`src/hdl/swk_pkg.sv`:
```
// swk_pkg: shared types, constants and tables of the swerve wheel kinematics block
// used by swk_front, swk_cordic, swk_back and swerve_wheel_kinematics_top
// no dependencies
package swk_pkg;

    // sizes
    localparam int WHEEL_COUNT       = 4;
    localparam int WHEEL_W           = 2;
    localparam int CORDIC_ITERATIONS = 16;
    localparam int ATAN_ENTRIES      = 24;
    localparam int ITER_COUNT        = (CORDIC_ITERATIONS < ATAN_ENTRIES) ?
                                       CORDIC_ITERATIONS : ATAN_ENTRIES;
    localparam int ITER_W            = 5;
    localparam int CX_W              = 36;
    localparam int CZ_W              = 32;

    // fixed-point constants
    localparam int GAIN_Q16    = 39797;
    localparam int SPEED_MAX   = 65535;
    localparam int ANGLE_MAX   = 54000;
    localparam int ARM_DIVISOR = 1000;
    localparam int ARM_RESET   = 848;

    // divide by 1000 as a reciprocal multiply: |yaw * arm| stays below 2^44,
    // and ceil(2^53 / 1000) * 1000 exceeds 2^53 by only 8, so the floor is exact
    localparam int DIV_W       = 44;
    localparam int DIV_HALF    = 22;
    localparam int DIV_STEPS   = 4;
    localparam int ACC_W       = 88;
    localparam int RECIP_SHIFT = 53;
    localparam logic [DIV_W-1:0] RECIP_M =
        DIV_W'(((64'd1 << RECIP_SHIFT) + 64'(ARM_DIVISOR) - 64'd1) / 64'(ARM_DIVISOR));

    // configuration register indexes
    localparam logic REG_ARM_LENGTH     = 1'b0;
    localparam logic REG_HEADING_ORIGIN = 1'b1;

    // drive modes
    localparam logic [1:0] MODE_MMPS = 2'd1;
    localparam logic [1:0] MODE_RPM  = 2'd2;

    // classified command handed from front to back
    typedef struct packed {
        logic signed [13:0] vel_x;
        logic signed [13:0] vel_y;
        logic signed [15:0] yaw_rate;
        logic signed [17:0] rel_heading;
        logic               upd;
        logic               rpm;
        logic               rev;
    } cmd_t;

    // cordic control and status
    typedef struct packed {
        logic start;
        logic vec_mode;
    } cordic_req_t;

    typedef struct packed {
        logic busy;
        logic done;
    } cordic_sts_t;

    // atan(2^-i) in Q16 centidegrees
    function automatic logic [29:0] atan_q16(input logic [ITER_W-1:0] idx);
        case (idx)
            5'd0:    atan_q16 = 30'd294912000;
            5'd1:    atan_q16 = 30'd174096719;
            5'd2:    atan_q16 = 30'd91987925;
            5'd3:    atan_q16 = 30'd46694507;
            5'd4:    atan_q16 = 30'd23437865;
            5'd5:    atan_q16 = 30'd11730358;
            5'd6:    atan_q16 = 30'd5866611;
            5'd7:    atan_q16 = 30'd2933484;
            5'd8:    atan_q16 = 30'd1466764;
            5'd9:    atan_q16 = 30'd733385;
            5'd10:   atan_q16 = 30'd366693;
            5'd11:   atan_q16 = 30'd183346;
            5'd12:   atan_q16 = 30'd91673;
            5'd13:   atan_q16 = 30'd45837;
            5'd14:   atan_q16 = 30'd22918;
            5'd15:   atan_q16 = 30'd11459;
            5'd16:   atan_q16 = 30'd5730;
            5'd17:   atan_q16 = 30'd2865;
            5'd18:   atan_q16 = 30'd1432;
            5'd19:   atan_q16 = 30'd716;
            5'd20:   atan_q16 = 30'd358;
            5'd21:   atan_q16 = 30'd179;
            5'd22:   atan_q16 = 30'd90;
            5'd23:   atan_q16 = 30'd45;
            default: atan_q16 = 30'd0;
        endcase
    endfunction

    // arm mounting angle per wheel, centidegrees
    function automatic logic signed [17:0] arm_base_cd(input logic [WHEEL_W-1:0] w);
        case (w)
            2'd0:    arm_base_cd = -18'sd4500;
            2'd1:    arm_base_cd = 18'sd4500;
            2'd2:    arm_base_cd = 18'sd13500;
            default: arm_base_cd = -18'sd13500;
        endcase
    endfunction

endpackage

```
`src/hdl/swk_front.sv`:
```
// swk_front: input acceptance, command classification and a two-entry queue
// depends on swk_pkg
module swk_front (
    input  logic                aclk,
    input  logic                aresetn,
    input  logic                s_tvalid,
    output logic                s_tready,
    input  logic [63:0]         s_tdata,   // vel_x[13:0], vel_y[27:14], yaw_rate_cmd[43:28],
                                           // heading_now[59:44], zero fill
    input  logic [1:0]          s_tuser,   // drive_mode[1:0]
    input  logic signed [15:0]  heading_origin,
    output logic                q_valid,
    output swk_pkg::cmd_t       q_data,
    input  logic                q_pop
);
    import swk_pkg::*;

    cmd_t       q_mem [2];
    logic       wr_ptr_reg;
    logic       rd_ptr_reg;
    logic [1:0] count_reg;
    logic       push;
    cmd_t       cmd_new;
    logic signed [15:0] hd;

    // classify the incoming command
    always_comb begin
        hd                  = s_tdata[59:44];
        cmd_new.vel_x       = s_tdata[13:0];
        cmd_new.vel_y       = s_tdata[27:14];
        cmd_new.yaw_rate    = s_tdata[43:28];
        cmd_new.rel_heading = 18'(hd) - 18'(heading_origin);
        cmd_new.upd         = (s_tuser == MODE_MMPS) || (s_tuser == MODE_RPM);
        cmd_new.rpm         = (s_tuser == MODE_RPM);
        cmd_new.rev         = s_tdata[13] && (s_tdata[27:14] == 14'd0);
    end

    assign s_tready = (count_reg != 2'd2);
    assign push     = s_tvalid && s_tready;
    assign q_valid  = (count_reg != 2'd0);
    assign q_data   = q_mem[rd_ptr_reg];

    // queue pointers and fill count
    always_ff @(posedge aclk) begin
        if (!aresetn) begin
            wr_ptr_reg <= 1'b0;
            rd_ptr_reg <= 1'b0;
            count_reg  <= 2'd0;
        end else begin
            if (push) begin
                wr_ptr_reg <= ~wr_ptr_reg;
            end
            if (q_pop) begin
                rd_ptr_reg <= ~rd_ptr_reg;
            end
            count_reg <= count_reg + 2'(push) - 2'(q_pop);
        end
    end

    // queue storage
    always_ff @(posedge aclk) begin
        if (push) begin
            q_mem[wr_ptr_reg] <= cmd_new;
        end
    end

`ifndef SYNTH
    a_count_range: assert property (@(posedge aclk) disable iff (!aresetn)
        count_reg != 2'd3)
        else $error("queue count out of range");
    a_pop_nonempty: assert property (@(posedge aclk) disable iff (!aresetn)
        q_pop |-> count_reg != 2'd0)
        else $error("queue popped while empty");
`endif

endmodule

```
`config.mk`:
```
export PLATFORM = sky130hd
export DESIGN_NAME = swk_front
export DESIGN_NICKNAME = d
export VERILOG_FILES = /design/src/hdl/swk_pkg.sv /design/src/hdl/swk_front.sv
export SDC_FILE = /design/constraint.sdc
export NUM_CORES = 1
export LEC_CHECK = 0
export BUFFER_PORTS_ARGS = -buffer_cell sky130_fd_sc_hd__buf_2
export CAP_MARGIN = 20
export CORE_ASPECT_RATIO = 1.2
export CORE_MARGIN = 2
export CORE_UTILIZATION = 35
export CTS_CLUSTER_SIZE = 8
export DETAILED_ROUTE_END_ITERATION = 8
export PLACE_DENSITY = 0.66
export SLEW_MARGIN = 20
export SYNTH_ARGS = -nofsm -noshare
export SYNTH_HDL_FRONTEND = slang
export SYNTH_SLANG_ARGS = --single-unit
```
`constraint.sdc`:
```
create_clock -name aclk -period 3.65 [get_ports aclk]
set_input_delay 0.1825 -clock aclk [delete_from_list [all_inputs] [get_ports aclk]]
set_output_delay 0.1825 -clock aclk [all_outputs]
set_load 0.03 [all_outputs]
```
==> reports/qor.yml <==
max-slew-margin-rel_pct: 48.71
grt-ovfl-total: 0
clk_pin_slew_ns: 0.06
path_max_fanout: 31
fin_crit_sh_pct: 65.03
cp_data_required_time_ns: 3.47
startpoint_type: "flip-flop"
drive_above_1_share_pct: 46.70
ir_drop_mv: 0.2991
hold_path.class: "primary input to flip-flop"
largest_reg_flops: 128
dp.cells: 697
clock_latency_ns: 0.41
die_h_um: 143.8
cts_tree: "built"
setup_viol: 0
h-tree-depth: 4
worst_pin_slew_ns: 0.7694
via_count: 3517
clockRootBuffer: "clkbuf_16"
cp.arrival_ns: 2.19
final_cell_mix: "148 x buf_2, 128 x edfxtp_1, 64 x mux2_2, 44 x dlygate4sd3_1, 26 x inv_1"
endpoint_kind: "output pin"
p_seq_share_pct: 41.7
timing.hold.ws_ns: 0.02385
gp_congestion: 0.8138
rsz0062_at_grt: "false"
post_drt_wl_per_cell_um: 14.65
core_um2: 16080
synth_top_area_cell: "edfxtp_1"
boundaryPins: 153
finalWorstSetupSlack_ns: 1.276
synth_area_um2: 5699
cts_buffers: 17
fp-row-count: 51
power_switching_mw: 1.393
power_leakage_nw: 3.097
post-route-min-period_ns: 2.374
first_iter_violations: 163
synth.area.top_cells: "edfxtp_1 67%, mux2_2 13%, ha_1 4.2%"
fin_skew_ns: 0.007871
power_mw: 4.823
antennaDiodeCount: 0
clock_path_buffers: 2
ys_ff_latch: 133
final_common_cell: "buf_2"
fmax_mhz: 421.3
vias_per_cell: 4.550
drv_slew: 0
synth_top_area_share_pct: 67.44
clock_power_share_pct: 36.5
start_util_pct: 35.44
drc: 0
grt_pass1_wl_mm: 17.59
fin_tns_setup_ns: 0
area_growth_pct: 36.53
synth_cells: 340
fp.dieArea_um2: 17320
utilization_pct: 48.39
stdcell_area_um2: 7781
ys_seq_area_share_pct: 69.20
num-nets-final: 654
grt_pass1_vias: 3709
synthFlopType: "edfxtp_1"
grt_max_degree: 47
yosysWarnings: 0
synth-edff-count: 128
hold_viol: 0
placed_area_um2: 6724
intPower_mw: 3.430
powerDensity_nw_per_um2: 619.8
ant_nets: 0
power_switching_share_pct: 28.87
fill_cells: 1406
stdcell_count: 773
synth_nets: 446
routed_wl_mm: 11.33
grt_antenna_before_repair: 0
cap_violations: 0
p_comb_share_pct: 21.9
crit_type: "flip-flop to output pin"
port_buffers: 148
dp_hpwl_mm: 7.799
die_x_um: 120.5
drt_pass1_iterations: 4
avgSynthCellArea_um2: 16.76
async_flop_share_pct: 0
globalRouteTotalUtil_pct: 13.16
place_ws_ns: 1.426
clock-sinks: 133
status: "complete, no violations"
ys_types: 42
==> power groups by stage <==
| stage | sequential (mW) | clock [mW] | combinational (mW) |
|---|---|---|---|
| final | 2.01 | 1.76 | 1.05 |
| after global routing | 2.03 | 1.87 | 1.14 |
| after CTS | 2.01 | 1.80 | 1.07 |
| after detailed placement | 2.04 | 0 | 1.03 |
| after global placement | 2.03 | 0 | 1.02 |
| after floorplan | 2.02 | 0 | 0.742 |
==> metal layers <==
layer	GRT usage (%)	up-vias	part of all wire [%]
met4	5.569	0	1.8
li1	-	1704	-
met5	0	-	0
met2	24.35	120	53
met1	13.84	1677	40
met3	3.849	16	5.5
==> layout make-up <==
type / count / area, um2 / share of cell area (%)
clock buffer: 18 / 429.2 / 5.515
inverter: 26 / 97.59 / 1.254
tap: 212 / 265.3 / 3.409
clock inverter: 14 / 187.7 / 2.412
sequential: 133 / 3945 / 50.70
timing repair buffer: 197 / 1231 / 15.82
multi-input combinational: 173 / 1625 / 20.89
==> cells in the mapped netlist (all sizes together) (3+ instances only) <==
library cell  number
inv               26
buf                7
mux2              64
and2               5
ha                19
a31oi              3
edfxtp           128
o21ai              7
xor2               6
nor2               3
o31ai              3
a21oi             10
a21o               4
xnor2             11
dfxtp              5
and3               3
nand2b             5
nand3              3
nand2              8
==> cell families after synthesis <==
logic type      after synthesis  synth area share (%)
compound gates               33                 4.610
xor+xnor                     17                 2.612
fa+ha+maj                    20                 4.523
buf+inv                      34                 2.437
flops                       133                 69.20
mux                          64                 12.65
simple gates                 39                 3.974
==> worst paths after layout <==
check,start,slack [ns],cells past startpoint,end
max,flip-flop,1.28,3,q_data[12]
min,aresetn,0.02,2,wr_ptr_reg
max reg2reg,count_reg[0],1.75,3,q_mem[1][21]
min reg2reg,rd_ptr_reg,0.57,2,flip-flop
==> timing repair <==
item                                   4_1_cts  5_1_grt
endpoints found under the hold margin       88        0
gates resized for setup                      0        0
hold buffers                                44        0
setup buffers                                0        0
==> worst max-delay path, cell delays in order (launching register included) <==
cell     delay (ns)
dfxtp_2        0.83
buf_4          0.40
mux2_2         0.38
buf_2          0.18
No activity file was read; power rests on OpenSTA's default activity.
